==> config.mk <==
export PLATFORM = sky130hd
export DESIGN_NAME = icmp_reply_matcher
export DESIGN_NICKNAME = d
export VERILOG_FILES = /design/src/hdl/icmp_rm_pkg.sv /design/src/hdl/icmp_rm_tracker.sv /design/src/hdl/icmp_rm_out_reg.sv /design/src/hdl/icmp_reply_matcher.sv
export VERILOG_INCLUDE_DIRS = /design/src /design/src/hdl
export SDC_FILE = /design/constraint.sdc
export NUM_CORES = 1
export LEC_CHECK = 0
export BUFFER_PORTS_ARGS = -buffer_cell sky130_fd_sc_hd__clkbuf_2
export CAP_MARGIN = 20
export CORE_UTILIZATION = 49
export DETAILED_ROUTE_END_ITERATION = 8
export MAX_ROUTING_LAYER = met4
export PLACE_DENSITY = 0.79
export REMOVE_ABC_BUFFERS = 1
export SYNTH_ARGS = -nofsm -noshare
export SYNTH_HDL_FRONTEND = slang
export SYNTH_SLANG_ARGS = --single-unit
==> constraint.sdc <==
create_clock -name clock -period 2.2 [get_ports clock]
set_input_delay 0.22 -clock clock [delete_from_list [all_inputs] [get_ports clock]]
set_output_delay 0.22 -clock clock [all_outputs]
set_load 0.01 [all_outputs]
==> src/hdl/assert_macros.svh <==
// Assertion macros shared by the icmp reply matcher RTL.
`ifndef ASSERT_MACROS_SVH
`define ASSERT_MACROS_SVH

`ifndef SYNTHESIS

`define ASSERT_ALWAYS(lbl, clk, rst, prop) \
   lbl: assert property (@(posedge clk) disable iff (rst) (prop)) \
      else $error("assertion failed");

`define ASSERT_NEVER(lbl, clk, rst, expr) \
   lbl: assert property (@(posedge clk) disable iff (rst) !(expr)) \
      else $error("forbidden condition seen");

`else

`define ASSERT_ALWAYS(lbl, clk, rst, prop)

`define ASSERT_NEVER(lbl, clk, rst, expr)

`endif

`endif

==> src/hdl/icmp_rm_pkg.sv <==
// Types, constants and helpers for the icmp reply matcher.
package icmp_rm_pkg;

   localparam int IP_HDR_BYTES = 20;

   localparam int POS_W = 6;

   localparam logic [POS_W-1:0] ICMP_AT          = POS_W'(IP_HDR_BYTES);
   localparam logic [POS_W-1:0] ECHO_FIELDS_AT   = POS_W'(IP_HDR_BYTES + 4);
   localparam logic [POS_W-1:0] QUOTED_DEST_AT   = POS_W'(IP_HDR_BYTES + 8 + 16);
   localparam logic [POS_W-1:0] QUOTED_ICMP_AT   = POS_W'(IP_HDR_BYTES + 8 + IP_HDR_BYTES);
   localparam logic [POS_W-1:0] QUOTED_FIELDS_AT = POS_W'(IP_HDR_BYTES + 8 + IP_HDR_BYTES + 4);
   // last position index that still meets each minimum length
   localparam logic [POS_W-1:0] ECHO_LAST_MIN    = POS_W'(IP_HDR_BYTES + 8 - 1);
   localparam logic [POS_W-1:0] TE_LAST_MIN      = POS_W'(IP_HDR_BYTES + 8 + IP_HDR_BYTES + 8 - 1);
   localparam logic [POS_W-1:0] POS_MAX          = '1;

   localparam logic [7:0] TYPE_ECHO_REPLY    = 8'd0;
   localparam logic [7:0] TYPE_ECHO_REQUEST  = 8'd8;
   localparam logic [7:0] TYPE_TIME_EXCEEDED = 8'd11;

   localparam int CSR_IDX_W = 2;
   localparam int CSR_DATA_W = 32;
   localparam logic [CSR_IDX_W-1:0] CSR_TARGET_ADDR = 2'd0;
   localparam logic [CSR_IDX_W-1:0] CSR_PROBE_ID    = 2'd1;
   localparam logic [CSR_IDX_W-1:0] CSR_PROBE_SEQ   = 2'd2;

   typedef struct packed {
      logic [7:0]  data_byte;
      logic        last_byte;
      logic [31:0] answered_addr;
   } req_payload_type;

   typedef struct packed {
      logic time_exceeded_match;
      logic echo_match;
   } rsp_payload_type;

   typedef struct packed {
      logic [31:0] target_addr;
      logic [15:0] probe_id;
      logic [15:0] probe_seq;
   } cfg_type;

   typedef struct packed {
      logic            valid;
      rsp_payload_type data;
   } result_beat_type;

   function automatic logic [7:0] probe_byte(cfg_type cfg, logic [1:0] k);
      logic [7:0] b;
      unique case (k)
         2'd0: b = cfg.probe_id[15:8];
         2'd1: b = cfg.probe_id[7:0];
         2'd2: b = cfg.probe_seq[15:8];
         default: b = cfg.probe_seq[7:0];
      endcase
      return b;
   endfunction

   function automatic logic [7:0] target_byte(cfg_type cfg, logic [1:0] k);
      logic [7:0] b;
      unique case (k)
         2'd0: b = cfg.target_addr[31:24];
         2'd1: b = cfg.target_addr[23:16];
         2'd2: b = cfg.target_addr[15:8];
         default: b = cfg.target_addr[7:0];
      endcase
      return b;
   endfunction

endpackage

==> src/hdl/icmp_rm_tracker.sv <==
// Per-datagram byte tracking and match decision for the icmp reply matcher.
`include "assert_macros.svh"

module icmp_rm_tracker
   import icmp_rm_pkg::*;
(
   input  logic            clock,
   input  logic            reset,
   input  logic            step,
   input  req_payload_type req_data,
   input  cfg_type         cfg,
   output result_beat_type result
);

   logic [POS_W-1:0] pos_ff, pos_in;
   logic [7:0]       otype_ff, otype_in;
   logic             echo_ok_ff, echo_ok_in;
   logic             qdest_ok_ff, qdest_ok_in;
   logic             qtype_ok_ff, qtype_ok_in;
   logic             qfld_ok_ff, qfld_ok_in;

   logic [POS_W-1:0] off_echo, off_dest, off_qfld;
   logic             in_echo, in_dest, in_qfld;
   logic [7:0]       b;

   assign b        = req_data.data_byte;
   assign off_echo = pos_ff - ECHO_FIELDS_AT;
   assign off_dest = pos_ff - QUOTED_DEST_AT;
   assign off_qfld = pos_ff - QUOTED_FIELDS_AT;
   assign in_echo  = (pos_ff >= ECHO_FIELDS_AT) && (pos_ff < ECHO_FIELDS_AT + 6'd4);
   assign in_dest  = (pos_ff >= QUOTED_DEST_AT) && (pos_ff < QUOTED_DEST_AT + 6'd4);
   assign in_qfld  = (pos_ff >= QUOTED_FIELDS_AT) && (pos_ff < QUOTED_FIELDS_AT + 6'd4);

   always_comb begin
      otype_in    = (pos_ff == ICMP_AT) ? b : otype_ff;
      echo_ok_in  = echo_ok_ff && !(in_echo && (b != probe_byte(cfg, off_echo[1:0])));
      qdest_ok_in = qdest_ok_ff && !(in_dest && (b != target_byte(cfg, off_dest[1:0])));
      qtype_ok_in = qtype_ok_ff && !((pos_ff == QUOTED_ICMP_AT) && (b != TYPE_ECHO_REQUEST));
      qfld_ok_in  = qfld_ok_ff && !(in_qfld && (b != probe_byte(cfg, off_qfld[1:0])));
      pos_in      = (pos_ff == POS_MAX) ? pos_ff : pos_ff + 6'd1;
   end

   always_comb begin
      result.valid = step && req_data.last_byte;
      result.data.time_exceeded_match = (otype_in == TYPE_TIME_EXCEEDED)
         && (pos_ff >= TE_LAST_MIN) && qdest_ok_in && qtype_ok_in && qfld_ok_in;
      result.data.echo_match = (otype_in == TYPE_ECHO_REPLY) && (pos_ff >= ECHO_LAST_MIN)
         && (req_data.answered_addr == cfg.target_addr) && echo_ok_in;
   end

   always_ff @(posedge clock) begin
      if (reset || (step && req_data.last_byte)) begin
         pos_ff      <= '0;
         otype_ff    <= '0;
         echo_ok_ff  <= 1'b1;
         qdest_ok_ff <= 1'b1;
         qtype_ok_ff <= 1'b1;
         qfld_ok_ff  <= 1'b1;
      end else if (step) begin
         pos_ff      <= pos_in;
         otype_ff    <= otype_in;
         echo_ok_ff  <= echo_ok_in;
         qdest_ok_ff <= qdest_ok_in;
         qtype_ok_ff <= qtype_ok_in;
         qfld_ok_ff  <= qfld_ok_in;
      end
   end

   `ASSERT_ALWAYS(a_pos_clears_after_last, clock, reset,
                  step && req_data.last_byte |=> pos_ff == '0)
   `ASSERT_ALWAYS(a_pos_advances, clock, reset,
                  step && !req_data.last_byte && pos_ff != POS_MAX |=>
                  pos_ff == $past(pos_ff) + 6'd1)
   `ASSERT_ALWAYS(a_short_no_match, clock, reset,
                  pos_ff < ECHO_LAST_MIN |-> !result.data.echo_match &&
                  !result.data.time_exceeded_match)

endmodule

==> src/hdl/icmp_rm_out_reg.sv <==
// Result register between the decision logic and the response channel.
`include "assert_macros.svh"

module icmp_rm_out_reg
   import icmp_rm_pkg::*;
(
   input  logic            clock,
   input  logic            reset,
   input  result_beat_type result,
   output logic            can_take,
   output logic            rsp_valid,
   input  logic            rsp_ready,
   output rsp_payload_type rsp_data
);

   logic            valid_ff;
   rsp_payload_type data_ff;

   assign can_take  = !valid_ff || rsp_ready;
   assign rsp_valid = valid_ff;
   assign rsp_data  = data_ff;

   always_ff @(posedge clock) begin
      if (reset) begin
         valid_ff <= 1'b0;
      end else if (can_take) begin
         valid_ff <= result.valid;
      end
   end

   always_ff @(posedge clock) begin
      if (can_take && result.valid) begin
         data_ff <= result.data;
      end
   end

   `ASSERT_NEVER(a_no_overwrite, clock, reset, result.valid && !can_take)
   `ASSERT_NEVER(a_single_kind, clock, reset,
                 valid_ff && data_ff.echo_match && data_ff.time_exceeded_match)
   `ASSERT_ALWAYS(a_stall_holds, clock, reset,
                  valid_ff && !rsp_ready |=> valid_ff && data_ff == $past(data_ff))

endmodule

==> src/hdl/icmp_reply_matcher.sv <==
// Top level of the icmp reply matcher: config registers, tracker and result register.
//
// Usage:
//   req_* carries one byte of a received IPv4 datagram per beat (20-byte IP
//   header), with last_byte set on the final byte and answered_addr valid
//   alongside it. Each datagram produces exactly one rsp_* beat, issued for
//   its last byte: time_exceeded_match or echo_match against the probe set
//   through csr_* (index 0 target_addr, 1 probe_id, 2 probe_seq).
//   Throughput: one byte per cycle while req_ready is high, set by the single
//   decision stage between the input beat and the result register.
//   Latency: the result beat is valid the cycle after the last byte is taken.
//   A stalled rsp_ready holds the result; req_ready then drops until the
//   result is taken, and resumes in the same cycle rsp_ready rises.
//   Reset clears the byte position, the pending result and all config registers
//   to zero, and sets the compare flags to one.
module icmp_reply_matcher
   import icmp_rm_pkg::*;
(
   input  logic                  clock,
   input  logic                  reset,
   input  logic                  req_valid,
   output logic                  req_ready,
   input  req_payload_type       req_data,
   output logic                  rsp_valid,
   input  logic                  rsp_ready,
   output rsp_payload_type       rsp_data,
   input  logic                  csr_write_en,
   input  logic [CSR_IDX_W-1:0]  csr_index,
   input  logic [CSR_DATA_W-1:0] csr_wdata
);

   cfg_type         cfg_ff;
   result_beat_type result;
   logic            step;

   assign step = req_valid && req_ready;

   always_ff @(posedge clock) begin
      if (reset) begin
         cfg_ff <= '0;
      end else if (csr_write_en) begin
         unique case (csr_index)
            CSR_TARGET_ADDR: cfg_ff.target_addr <= csr_wdata;
            CSR_PROBE_ID:    cfg_ff.probe_id <= csr_wdata[15:0];
            CSR_PROBE_SEQ:   cfg_ff.probe_seq <= csr_wdata[15:0];
            default: ;
         endcase
      end
   end

   icmp_rm_tracker u_tracker (
      .clock    (clock),
      .reset    (reset),
      .step     (step),
      .req_data (req_data),
      .cfg      (cfg_ff),
      .result   (result)
   );

   icmp_rm_out_reg u_out_reg (
      .clock     (clock),
      .reset     (reset),
      .result    (result),
      .can_take  (req_ready),
      .rsp_valid (rsp_valid),
      .rsp_ready (rsp_ready),
      .rsp_data  (rsp_data)
   );

endmodule

# --- Yosys cells after proc, flatten, opt, wreduce, memory -nomap -nowiden ---
# Cells that the tools add are included.
op_classes:
  n_mux: 4
  n_eq_ne: 17
  add_sub_neg: 4
  n_reduce_logical: 37
  order_cmp: 8
  n_bitwise: 1
ops:
  columns: ["cell", "count"]
  rows:
  - ["case mux 8 bit (3 select lines)", 3]
  - ["equality test 32 bit", 1]
  - ["inequality test 8 bit", 3]
  - ["logical AND 1 bit", 21]
  - ["greater-or-equal comparator 6 bit, second input constant", 3]
  - ["equality test 6 bit, second input constant", 2]
  - ["greater-or-equal comparator 6 x 5 -> 1 bit, second input constant", 2]
  - ["< comparator 6 bit, second input constant", 2]
  - ["equality test 2 x 1 -> 1 bit, second input constant", 4]
  - ["equality test 2 bit, second input constant", 4]
  - ["equality test 8 x 4 -> 1 bit, second input constant", 1]
  - ["zero test 2 bit", 4]
  - ["zero test 8 bit", 1]
  - ["2-to-1 mux 8 bit", 1]
  - ["inequality test 8 x 4 -> 1 bit, second input constant", 1]
  - ["AND reduction 2 bit", 4]
  - ["adder 6 x 1 -> 6 bit, second input constant", 1]
  - ["equality test 6 x 5 -> 1 bit, second input constant", 1]
  - ["< comparator 6 x 5 -> 1 bit, second input constant", 1]
  - ["subtractor 2 x 1 -> 2 bit, second input constant", 3]
  - ["zero test 1 bit", 5]
  - ["logical OR 1 bit", 2]
  - ["inverter 1 bit", 1]
totals:
  ff_bits: 85
  elab_cells: 83

# --- Depth between registers and ports, before layout ---
# Gate-level depths: netlist (run 1).
logic_depth:
  depth_word: 10
  mapped_depth: 10

# --- Modules after synthesis ---
# A second synthesis (run 1) with hierarchy kept.
unflattened:
  hier_cells: 488
  area_unflattened_um2: 4745.8
modules_own_cells:
  columns: ["mod", "instances", "area_per_inst_um2", "seq_area_each_um2", "cells_per_inst"]
  rows:
  - ["icmp_reply_matcher", 1, 2717.6, 1281.2, 246]
  - ["icmp_rm_tracker", 1, 1913.1, 360.3, 235]
  - ["icmp_rm_out_reg", 1, 115.1, 80.1, 7]

# --- Worst setup path after synthesis (run 1) ---
# No wires, ideal clock.
synth_path:
  path_kind: "register to register"
  from: "reg u_tracker.pos_ff[0]"
  to: "reg u_out_reg.data_ff, in the netlist u_out_reg.rsp_data[0] (data pin)"
  path_stages_with_launch: 11
  slack_ns: 0.017
  required_ns: 1.943
  arrival_time_ns: 1.926
  path_cell_list: "dfxtp_1 inv_1 ha_1 clkbuf_1 buf_2 a222oi_1 mux2i_1 xor2_1 nor4_2 and2_1 o2111a_1"
synth_rtl:
  columns: ["element", "line_no", "source"]
  rows:
  - ["start, declared", "icmp_rm_tracker.sv:15", "logic [POS_W-1:0] pos_ff, pos_in;"]
  - ["start signal, assigned", "icmp_rm_tracker.sv:60", "pos_ff <= pos_in;"]
  - ["end signal, assigned", "icmp_rm_out_reg.sv:33", "data_ff <= result.data;"]
  - ["end, declared", "icmp_rm_out_reg.sv:17", "rsp_payload_type data_ff;"]

==> results.md, run 1 <==
* Rel. slew slack at 0.532
* Ys Warns at 0
* Post-synthesis cell area at 4190 sq um
* Sequential power share at 0.491
* ANT cells at 0
* First-pass GRT wire length at 17700 um
* Hold_buf cts at 0
* Port bufs at 83
* Async set-or-reset flop fraction in the synthesized netlist at 0
* Ports at 84
* GRT Total Usage at 0.270
* Place WS at -0.177 ns
* Yosys cell types at 44
* DR WL/cell at 16.0 um
* Clock transition at the registers of the reported paths at 0.10 ns
* Max Cap Viol at 0
* Hold Crit Class: input port to flip-flop
* Worst-path fanout max at 10
* Setup Viol. Count Final at 0
* Clock power frac at 0.382
* Final net count at 679
* Routed vias at 3934
* WL final at 11300 um
* PD cells at 660 nW/um^2
* Cts bufs inserted at 9
* Commonest non-fill, non-tap cell in the layout: nand2_1
* Met2 GRT Util at 0.414
* Register Area at 1720 sq um
* Max Clock Freq at 461 MHz
* Mapped Cells at 520
* Drt first pass iters at 8
* Final Max Tran Viols at 0
* Largest net degree at the start of global routing at 65
* Kind of critical path: flip-flop to flip-flop
* CTS Root Cell: clkbuf_8
* Final hold vios at 0
* Measured slew at the worst slew-check pin at 0.699 ns
* CTS tree: yes
* Placer Congestion at 0.950
* Main synth FF type: dfxtp_1
* Core ar. at 8260 sq um
* Final HPWL DP at 8230 um
* Setup TNS at 0 ns
* Row count at 33
* CP Data Arrival Time at 2.40 ns
* Starting Density at 0.508
* Leakage at 0.00197 uW
* Skew final at 0.0112 ns
* Filler cells at 742
* DRT iter0 DRCs at 285
* Clock sink total at 85
* Hold Slack at 0.0595 ns
* Tmin final at 2.17 ns
* Setup ws final at 0.0296 ns
* Psw at 880 uW
* Routed Antenna Nets at 0
* Worst Setup Start Kind: flip-flop
* Post-layout util at 0.606
* Gr busiest metal: met2
* DRC Markers at 0
* RSZ-0062 raised after global routing: true
* CP endpoint kind: flip-flop
* Worst VDD drop at 374 uV
* FF+latch count, synth at 85
* Number of global-route vias before repair at 3619
* Status: finished clean
* Via density at 5.58
* Met3 Use GR at 0.0539
* Htree depth at 3
* Post-synth EDFFs at 2
* Switching share of power at 0.267
* Global route overflow at 0
* Syn avg cell area at 8.06 sq um
* Part of the Yosys area used for sequential elements at 0.411
* Worst Path Required at 2.43 ns
* Footprint of the multi-input gates at 2300 sq um
* Die width at 94.5 um
* Proportion of layout cells with a drive suffix above 1 at 0.212
* Initial antenna violation count at 0
* Tcrit/Tclk final at 0.987
* Die Area at 8930 sq um
* Worst-skew pair later-pin latency at 0.37 ns
* Int Pwr at 2420 uW
* Met1 Resource Use GR at 0.350
* Commonest non-fill, non-tap cells in the layout: nand2_1, clkbuf_2, dfxtp_1
* Max Root-Sink Buffers at 2
* Die Span Y at 94.5 um
* Synth-to-layout area growth at 19.4%
* Comb power frac at 0.126
[power by group through the flow]
stage                     logic [uW]  clock network, uW  registers [uW]
after global routing             454               1350            1630
after CTS                        405               1270            1620
after global placement           383                  0            1660
after floorplan                  195                  0            1650
final                            418               1260            1620
after detailed placement         393                  0            1660
[through the flow]
step	cells	instance area (sq um)	power, uW
floorplan	487	4050	1840
CTS	704	4970	3300
global placement	687	4720	2040
finish	705	5000	3300
detailed placement	687	4720	2050
global route	705	5000	3430
[worst max-delay path: stages (launching register included)]
cell and delay (ns):
dfxtp_2 0.35, inv_2 0.07, ha_4 0.20, a222oi_1 0.38, mux2i_1 0.16, xor2_1 0.18
nor4_2 0.30, and2_4 0.21, o2111a_1 0.19
[final cells by class]
cell class / count / share of cell area
clock buffer: 9 / 0.0248
sequential: 85 / 0.344
clock inverter: 7 / 0.0205
inverter: 20 / 0.0150
tap: 105 / 0.0263
multi-input combinational: 382 / 0.460
timing repair buffer: 97 / 0.109
[registers in the layout (all words and copies together), names as in the netlist]
signal	count
u_out_reg.rsp_data	2
u_tracker.qdest_ok_ff	1
u_tracker.pos_ff	6
u_tracker.qtype_ok_ff	1
u_tracker.qfld_ok_ff	1
u_tracker.echo_ok_ff	1
u_tracker.otype_ff	8
cfg_ff	64
u_out_reg.rsp_valid	1
[synthesized netlist by cell type (2+ instances only)]
| cell | count | share of area |
|---|---|---|
| a21oi_1 | 68 | 0.081 |
| a222oi_1 | 16 | 0.038 |
| and2_1 | 2 | 0.0030 |
| and3b_1 | 2 | 0.0042 |
| buf_1 | 4 | 0.0036 |
| buf_2 | 5 | 0.0060 |
| clkbuf_1 | 23 | 0.021 |
| dfxtp_1 | 83 | 0.40 |
| edfxtp_1 | 2 | 0.014 |
| ha_1 | 4 | 0.012 |
| inv_1 | 20 | 0.018 |
| mux2i_1 | 24 | 0.057 |
| nand2_1 | 139 | 0.12 |
| nand3_1 | 5 | 0.0060 |
| nand3b_1 | 3 | 0.0054 |
| nand4_1 | 8 | 0.012 |
| nand4b_1 | 2 | 0.0042 |
| nor2_1 | 20 | 0.018 |
| nor3_1 | 5 | 0.0060 |
| nor4_1 | 6 | 0.0090 |
| nor4_2 | 2 | 0.0060 |
| o211a_1 | 2 | 0.0048 |
| o21ai_0 | 4 | 0.0048 |
| xnor2_1 | 22 | 0.046 |
| xor2_1 | 30 | 0.063 |
[cell families (layout without fill, tap and decap cells)]
group,count (synthesis),after routing,share of synthesized area
multiplexers,25,25,0.0600
flip-flops,85,85,0.411
XOR/XNOR,52,52,0.109
AND/OR/NAND/NOR,203,203,0.214
adder cells (fa/ha/maj),4,4,0.0119
AO/OA/AOI/OAI,98,98,0.144
buffers and inverters,53,133,0.0507
[path summary, 6_finish.rpt]
kind	startpoint	end	slack [ns]	depth (start not counted)
min	csr_wdata[18]	cfg_ff[50]	0.06	3
max reg2reg	u_tracker.pos_ff[0]	u_out_reg.rsp_data[0]	0.03	8
max	u_tracker.pos_ff[0]	u_out_reg.rsp_data[0]	0.03	8
min reg2reg	cfg_ff[9]	cfg_ff[9]	0.46	2
[what timing repair did]
action	in CTS	in global routing
pin swaps	5	5
endpoints found under the setup margin	3	3
buffers inserted	1	1
resized for setup	5	6
[routing by layer]
layer,routed length (um),part of all wire
met1,5010,0.44
met2,5240,0.46
met3,766,0.068
met4,277,0.025
met5,0,0
No activity file was read; power rests on OpenSTA's default activity.
==> run 2, diff against run 1 <==
--- a/config.mk
+++ b/config.mk
@@ -8,6 +8,7 @@
 export LEC_CHECK = 0
 export BUFFER_PORTS_ARGS = -buffer_cell sky130_fd_sc_hd__clkbuf_2
 export CAP_MARGIN = 20
+export CORE_ASPECT_RATIO = 1.25
 export CORE_UTILIZATION = 49
 export DETAILED_ROUTE_END_ITERATION = 8
 export MAX_ROUTING_LAYER = met4
==> run 2 against run 1 <==
  * The flow now finishes with violations (design-rule violations)
  * First-iteration DRC count grew 72%
  * Combinational power grew 2%
  * Clock skew grew 0.0015 ns
  * Setup slack lost 0.014 ns
  * Largest cell class unchanged
  * Highest routed layer unchanged
  * Via count grew 3.3%
  * Flip-flop and latch count is the same
  * Global-route usage shrank 0.068 points
==> results.md, run 2 (synthesis results as in run 1) <==
* Status: finished, violations left
* Failing checks: design-rule violations
* Proportion of layout cells with a drive suffix above 1 at 0.205
* Tcrit/Tclk final at 0.993
* Final net count at 678
* Global route overflow at 0
* Worst-skew pair later-pin latency at 0.36 ns
* Final hold vios at 0
* Commonest non-fill, non-tap cells in the layout: nand2_1, clkbuf_2, dfxtp_1
* Worst r2r dst: u_out_reg.rsp_data[0]
* Setup TNS at 0 ns
* CP Data Arrival Time at 2.42 ns
* Rel. slew slack at 0.543
* Top flop regs: cfg_ff: 64 flops, u_tracker.otype_ff: 8 flops, u_tracker.pos_ff: 6 flops
* Ports at 84
* Port bufs at 83
* Max Cap Viol at 0
* DRC Markers at 5
* Max Root-Sink Buffers at 2
* Number of global-route vias before repair at 3821
* DRT iter0 DRCs at 490
* Die Area at 8930 sq um
* Worst r2r src: u_tracker.pos_ff[0]
* Worst VDD drop at 317 uV
* Largest net degree at the start of global routing at 63
* DR WL/cell at 16.9 um
* Max reg flops at 64
* Sink of the worst hold path: cfg_ff[52]
* First-pass GRT wire length at 18100 um
* Footprint of the multi-input gates at 2290 sq um
* Leakage at 0.00194 uW
* Final Max Tran Viols at 0
* Slowest CP cell: dfxtp_4
* Worst Path Required at 2.43 ns
* Max Clock Freq at 458 MHz
* Die Span Y at 105 um
* Worst-path fanout max at 6
* Placer Congestion at 0.892
* CTS Root Cell: clkbuf_8
* Final HPWL DP at 8580 um
* Routed Antenna Nets at 0
* Initial antenna violation count at 0
* Htree depth at 3
* Drt first pass iters at 9
* Crit path cell chain: inv_4, ha_4, buf_6, a222oi_1, mux2i_1, xor2_1, nor4_2, and2_4, o2111a_1
* Skew final at 0.0127 ns
* Row count at 37
* PD cells at 629 nW/um^2
* Filler cells at 762
* Hold path cells at 3
* Starting Density at 0.506
* Tmin final at 2.18 ns
* Clock sink total at 85
* CP peak stage delay at 0.39 ns
* Worst Min Path Start: csr_wdata[20]
* CTS tree: yes
* Worst Setup Start Kind: flip-flop
* Measured slew at the worst slew-check pin at 0.683 ns
* Largest Register: cfg_ff
* GRT Total Usage at 0.269
* Place WS at -0.175 ns
* Worst r2r path cells at 9
* Kind of critical path: flip-flop to flip-flop
* Setup Viol. Count Final at 0
* Via density at 5.84
* Synth-to-layout area growth at 17.7%
* WL final at 11800 um
* Clock transition at the registers of the reported paths at 0.08 ns
* ANT cells at 0
* Routed vias at 4063
* Core ar. at 8290 sq um
* Register Area at 1730 sq um
* CP endpoint kind: flip-flop
* Setup ws final at 0.0152 ns
* RSZ-0062 raised after global routing: true
* Hold Crit Class: input port to flip-flop
* Cts bufs inserted at 9
* Register-to-register path setup slack at 0.02 ns
* Die width at 84.7 um
* Commonest non-fill, non-tap cell in the layout: nand2_1
run 2: cell count changes in the layout (fill, tap and decap cells not counted), moves of 3 or more:
cell / change
buf_4: -3
buf_6: +4
clkbuf_8: +3
inv_6: -3
run 2: how the worst max path moves through the flow:
| stage | start | to | slack (ns) |
|---|---|---|---|
| 5_1_grt | u_tracker.pos_ff[0] | u_out_reg.rsp_data[0] | -0.08 |
| 3_5_place_dp | u_tracker.pos_ff[0] | u_out_reg.rsp_data[0] | -0.18 |
| 3_3_place_gp | u_tracker.pos_ff[0] | u_out_reg.rsp_data[0] | -0.01 |
| 4_1_cts | u_tracker.pos_ff[0] | u_out_reg.rsp_data[0] | 0.006 |
| 6_report | u_tracker.pos_ff[0] | u_out_reg.rsp_data[0] | 0.02 |
| 2_1_floorplan | csr_index[1] | cfg_ff[32] | -0.11 |
run 2: what timing repair did:
item	in CTS	in global routing
gates cloned	0	0
endpoints found under the setup margin	4	4
resized for setup	5	12
buffers inserted	1	2
pin swaps	2	16
hold buffers	0	0
run 2: cell type report:
type                            count  area share
Clock buffer                       14      0.0350
Sequential cell                    85       0.350
Inverter                           20      0.0157
Timing Repair Buffer               96       0.107
Tap cell                           97      0.0246
Multi-Input combinational cell    382       0.465
Clock inverter                      2     0.00330
run 2: worst max-delay path, delay by kind of cell, from the launching register on:
kind / cells / cell delay (ns)
DFF: 1 / 0.39
AOI/OAI and AO/OA: 2 / 0.48
adders and majority gates: 1 / 0.18
muxes: 1 / 0.14
buffers and inverters: 2 / 0.19
xor gates and xnor gates: 1 / 0.17
and+or+nand+nor: 2 / 0.52
run 2: report_power, final:
part / switching, uW / internal, uW / leakage (uW) / total, uW
clock network: 544 / 506 / 0.0000929 / 1050
registers: 36.7 / 1590 / 0.000693 / 1620
logic: 246 / 182 / 0.00116 / 428
total: 827 / 2280 / 0.00194 / 3100
run 2: per-layer routing:
metal,global-route usage,part of all wire
met1,0.298,0.38
met3,0.0532,0.066
met5,-,0
met2,0.465,0.50
met4,0.122,0.049
run 2: per-stage QoR:
step	std cells	hold WS (ns)	cell area (sq um)	util	power [uW]
3_3_place_gp	677	0.441	4670	0.564	2040
4_1_cts	694	0.0541	4890	0.590	3090
3_5_place_dp	677	0.448	4670	0.564	2050
6_report	696	0.0732	4930	0.595	3100
5_1_grt	696	0.0822	4930	0.595	3220
2_1_floorplan	487	0.289	4050	-	1840
==> run 3, diff against run 2 <==
--- a/config.mk
+++ b/config.mk
@@ -6,13 +6,15 @@
 export SDC_FILE = /design/constraint.sdc
 export NUM_CORES = 1
 export LEC_CHECK = 0
+export ABC_AREA = 1
 export BUFFER_PORTS_ARGS = -buffer_cell sky130_fd_sc_hd__clkbuf_2
 export CAP_MARGIN = 20
 export CORE_ASPECT_RATIO = 1.25
 export CORE_UTILIZATION = 49
 export DETAILED_ROUTE_END_ITERATION = 8
+export GPL_TIMING_DRIVEN = 0
 export MAX_ROUTING_LAYER = met4
-export PLACE_DENSITY = 0.79
+export PLACE_DENSITY = 0.78
 export REMOVE_ABC_BUFFERS = 1
 export SYNTH_ARGS = -nofsm -noshare
 export SYNTH_HDL_FRONTEND = slang
==> run 3 against run 2 <==
  * Cell count grew 33%
  * Sequential power grew 3%
  * Critical endpoint unchanged
  * Clock skew shrank 0.0022 ns
  * Non-clock buffer count shrank 5
  * The flow now finishes without violations
  * First-iteration DRC count shrank 35%
  * Via count grew 19%
  * Critical path depth is the same
  * Power grew 28%
  * Largest power group is now the clock network
==> results.md, run 3 <==
* Clock transition at the registers of the reported paths at 0.06 ns
* Async set-or-reset flop fraction in the synthesized netlist at 0
* Largest family of logic cells by synthesized area: simple AND/OR/NAND/NOR gates
* Placer Congestion at 0.891
* Routed vias at 4842
* Ys Warns at 0
* Setup TNS at 0 ns
* WL final at 13200 um
* Die Span Y at 111 um
* Final Max Tran Viols at 0
* CP peak stage delay at 0.36 ns
* Post-synth EDFFs at 2
* GRT Total Usage at 0.288
* Largest cells by area after synthesis: dfxtp_1, nand2_1, o21ai_0, nor2_1, inv_1
* Setup Viol. Count Final at 0
* Drt first pass iters at 5
* Crit path cell chain: inv_1, ha_4, nand4_4, buf_4, o21ai_2, nand3_1, nor2_1, nand3_1, nor2_1
* Largest Register: cfg_ff
* Final Cell Area at 5550 sq um
* CTS Root Cell: clkbuf_16
* CP endpoint kind: flip-flop
* Commonest non-fill, non-tap cells in the layout: nand2_1, nor2_1, o21ai_0
* Layout Cells excl Fill at 928
* Rel. slew slack at 0.439
* Worst Path Required at 2.39 ns
* Hold Crit Class: input port to flip-flop
* Met3 WL at 813 um
* Largest net degree at the start of global routing at 37
* Top cells by count, synth: nand2_1, nor2_1, o21ai_0
* Measured slew at the worst slew-check pin at 0.840 ns
* Routed Antenna Nets at 0
* Max Cap Viol at 0
* Part of the Yosys area used for sequential elements at 0.372
* Synth Area in Compound Gates at 0.169
* Via density at 5.22
* ANT cells at 0
* Worst-skew pair later-pin latency at 0.35 ns
* Post-layout util at 0.605
* CP Data Arrival Time at 2.28 ns
* Tmin final at 2.09 ns
* M1 WL at 5310 um
* Starting Density at 0.505
* Post-Synth XOR/XNOR Area at 0.0246
* First-pass GRT wire length at 21000 um
* Skew final at 0.0105 ns
* Post-DP Area at 5100 sq um
* Worst VDD drop at 370 uV
* Simple logic cell fraction of the synthesized area at 0.322
* Row count at 39
* DRT iter0 DRCs at 319
* Number of global-route vias before repair at 4624
* Syn avg cell area at 6.33 sq um
* Hold_buf cts at 0
* Mapped Cells at 731
* Commonest non-fill, non-tap cell in the layout: nand2_1
* Synth Area in Adders at 0.0108
* Core ar. at 9170 sq um
* Die Area at 9840 sq um
* Area leader, netlist: dfxtp_1
* Ports at 84
* Global route overflow at 0
* DR WL/cell at 14.2 um
* Post-synthesis cell area at 4630 sq um
* Max Clock Freq at 478 MHz
* Proportion of layout cells with a drive suffix above 1 at 0.154
* Slowest CP cell: dfxtp_2
* Status: finished clean
* Final HPWL DP at 9350 um
* Place WS at -0.442 ns
* Tcrit/Tclk final at 0.950
* CTS tree: yes
* Cts bufs inserted at 9
* Max Root-Sink Buffers at 2
* Kind of critical path: flip-flop to flip-flop
* Max reg flops at 64
* Leakage at 0.00259 uW
* Register-to-register path setup slack at 0.11 ns
* Setup ws final at 0.110 ns
* Placed cell count at 907
* Htree depth at 3
* Top sig layer: met4
* Worst-path fanout max at 12
* Final net count at 885
* CP delay by family, top: simple AND/OR/NAND/NOR gates
* Port bufs at 83
* WL met2 at 6570 um
* Buf/Inv on CP at 2
* FF+latch count, synth at 85
* Top flop regs: cfg_ff: 64 flops, u_tracker.otype_ff: 8 flops, u_tracker.pos_ff: 6 flops
* DRC Markers at 0
* Die width at 88.9 um
* Initial antenna violation count at 0
* Synth top area share at 0.359
* Worst Setup Start Kind: flip-flop
* Final hold vios at 0
* Post-synthesis mux area share at 0
* Main synth FF type: dfxtp_1
* Synth-to-layout area growth at 19.9%
* Yosys cell types at 34
* Count leader, synth: nand2_1
* PD cells at 718 nW/um^2
* Clock sink total at 85
run 3: worst paths after layout:
kind / from / end / cells past startpoint
min: csr_wdata[30] / cfg_ff[62] / 3
min reg2reg: cfg_ff[8] / cfg_ff[8] / 2
max: u_tracker.pos_ff[0] / u_out_reg.rsp_data[0] / 9
max reg2reg: u_tracker.pos_ff[0] / u_out_reg.rsp_data[0] / 9
run 3: area by class of cell:
| class | count | area (sq um) |
|---|---|---|
| clock buffer | 11 | 264 |
| clock inverter | 4 | 77.6 |
| fill | 904 | 3620 |
| inverter | 84 | 315 |
| multi-input combinational | 530 | 2490 |
| sequential | 85 | 1720 |
| tap | 123 | 154 |
| timing repair buffer | 91 | 527 |
run 3: what timing repair did:
action	in CTS	in global routing
setup endpoints to repair	18	6
gates resized for setup	6	5
buffers inserted	0	5
pin swaps	0	2
run 3: cells by family (layout without fill, tap and decap cells):
logic type / after synthesis / count (layout)
AOI/OAI and AO/OA: 148 / 148
xor gates and xnor gates: 13 / 13
adders and majority gates: 4 / 4
buffers and inverters: 116 / 190
DFF: 85 / 85
and+or+nand+nor: 365 / 365
run 3: per-layer routing:
metal | track usage | up-vias
li1 | - | 2471
met1 | 0.329 | 2165
met3 | 0.0432 | 34
met4 | 0.135 | 0
met2 | 0.487 | 172
met5 | - | -
run 3: power by group:
part	internal, uW	switching [uW]
clock	1090	644
sequential	1620	54.3
combinational	223	350
run 3: per-stage QoR:
| step | hold WS (ns) | total power [uW] |
|---|---|---|
| 2_1_floorplan | 0.387 | 2020 |
| 3_3_place_gp | 0.432 | 2220 |
| 3_5_place_dp | 0.436 | 2240 |
| 4_1_cts | 0.126 | 3970 |
| 5_1_grt | 0.147 | 4140 |
| 6_report | 0.128 | 3990 |
run 3: worst reg2reg max path, delay by kind of cell, from the launching register on:
kind            cells  cell delay [ns]
simple gates        5             0.72
buf+inv             2             0.42
flops               1             0.36
fa+ha+maj           1             0.31
compound gates      1             0.15
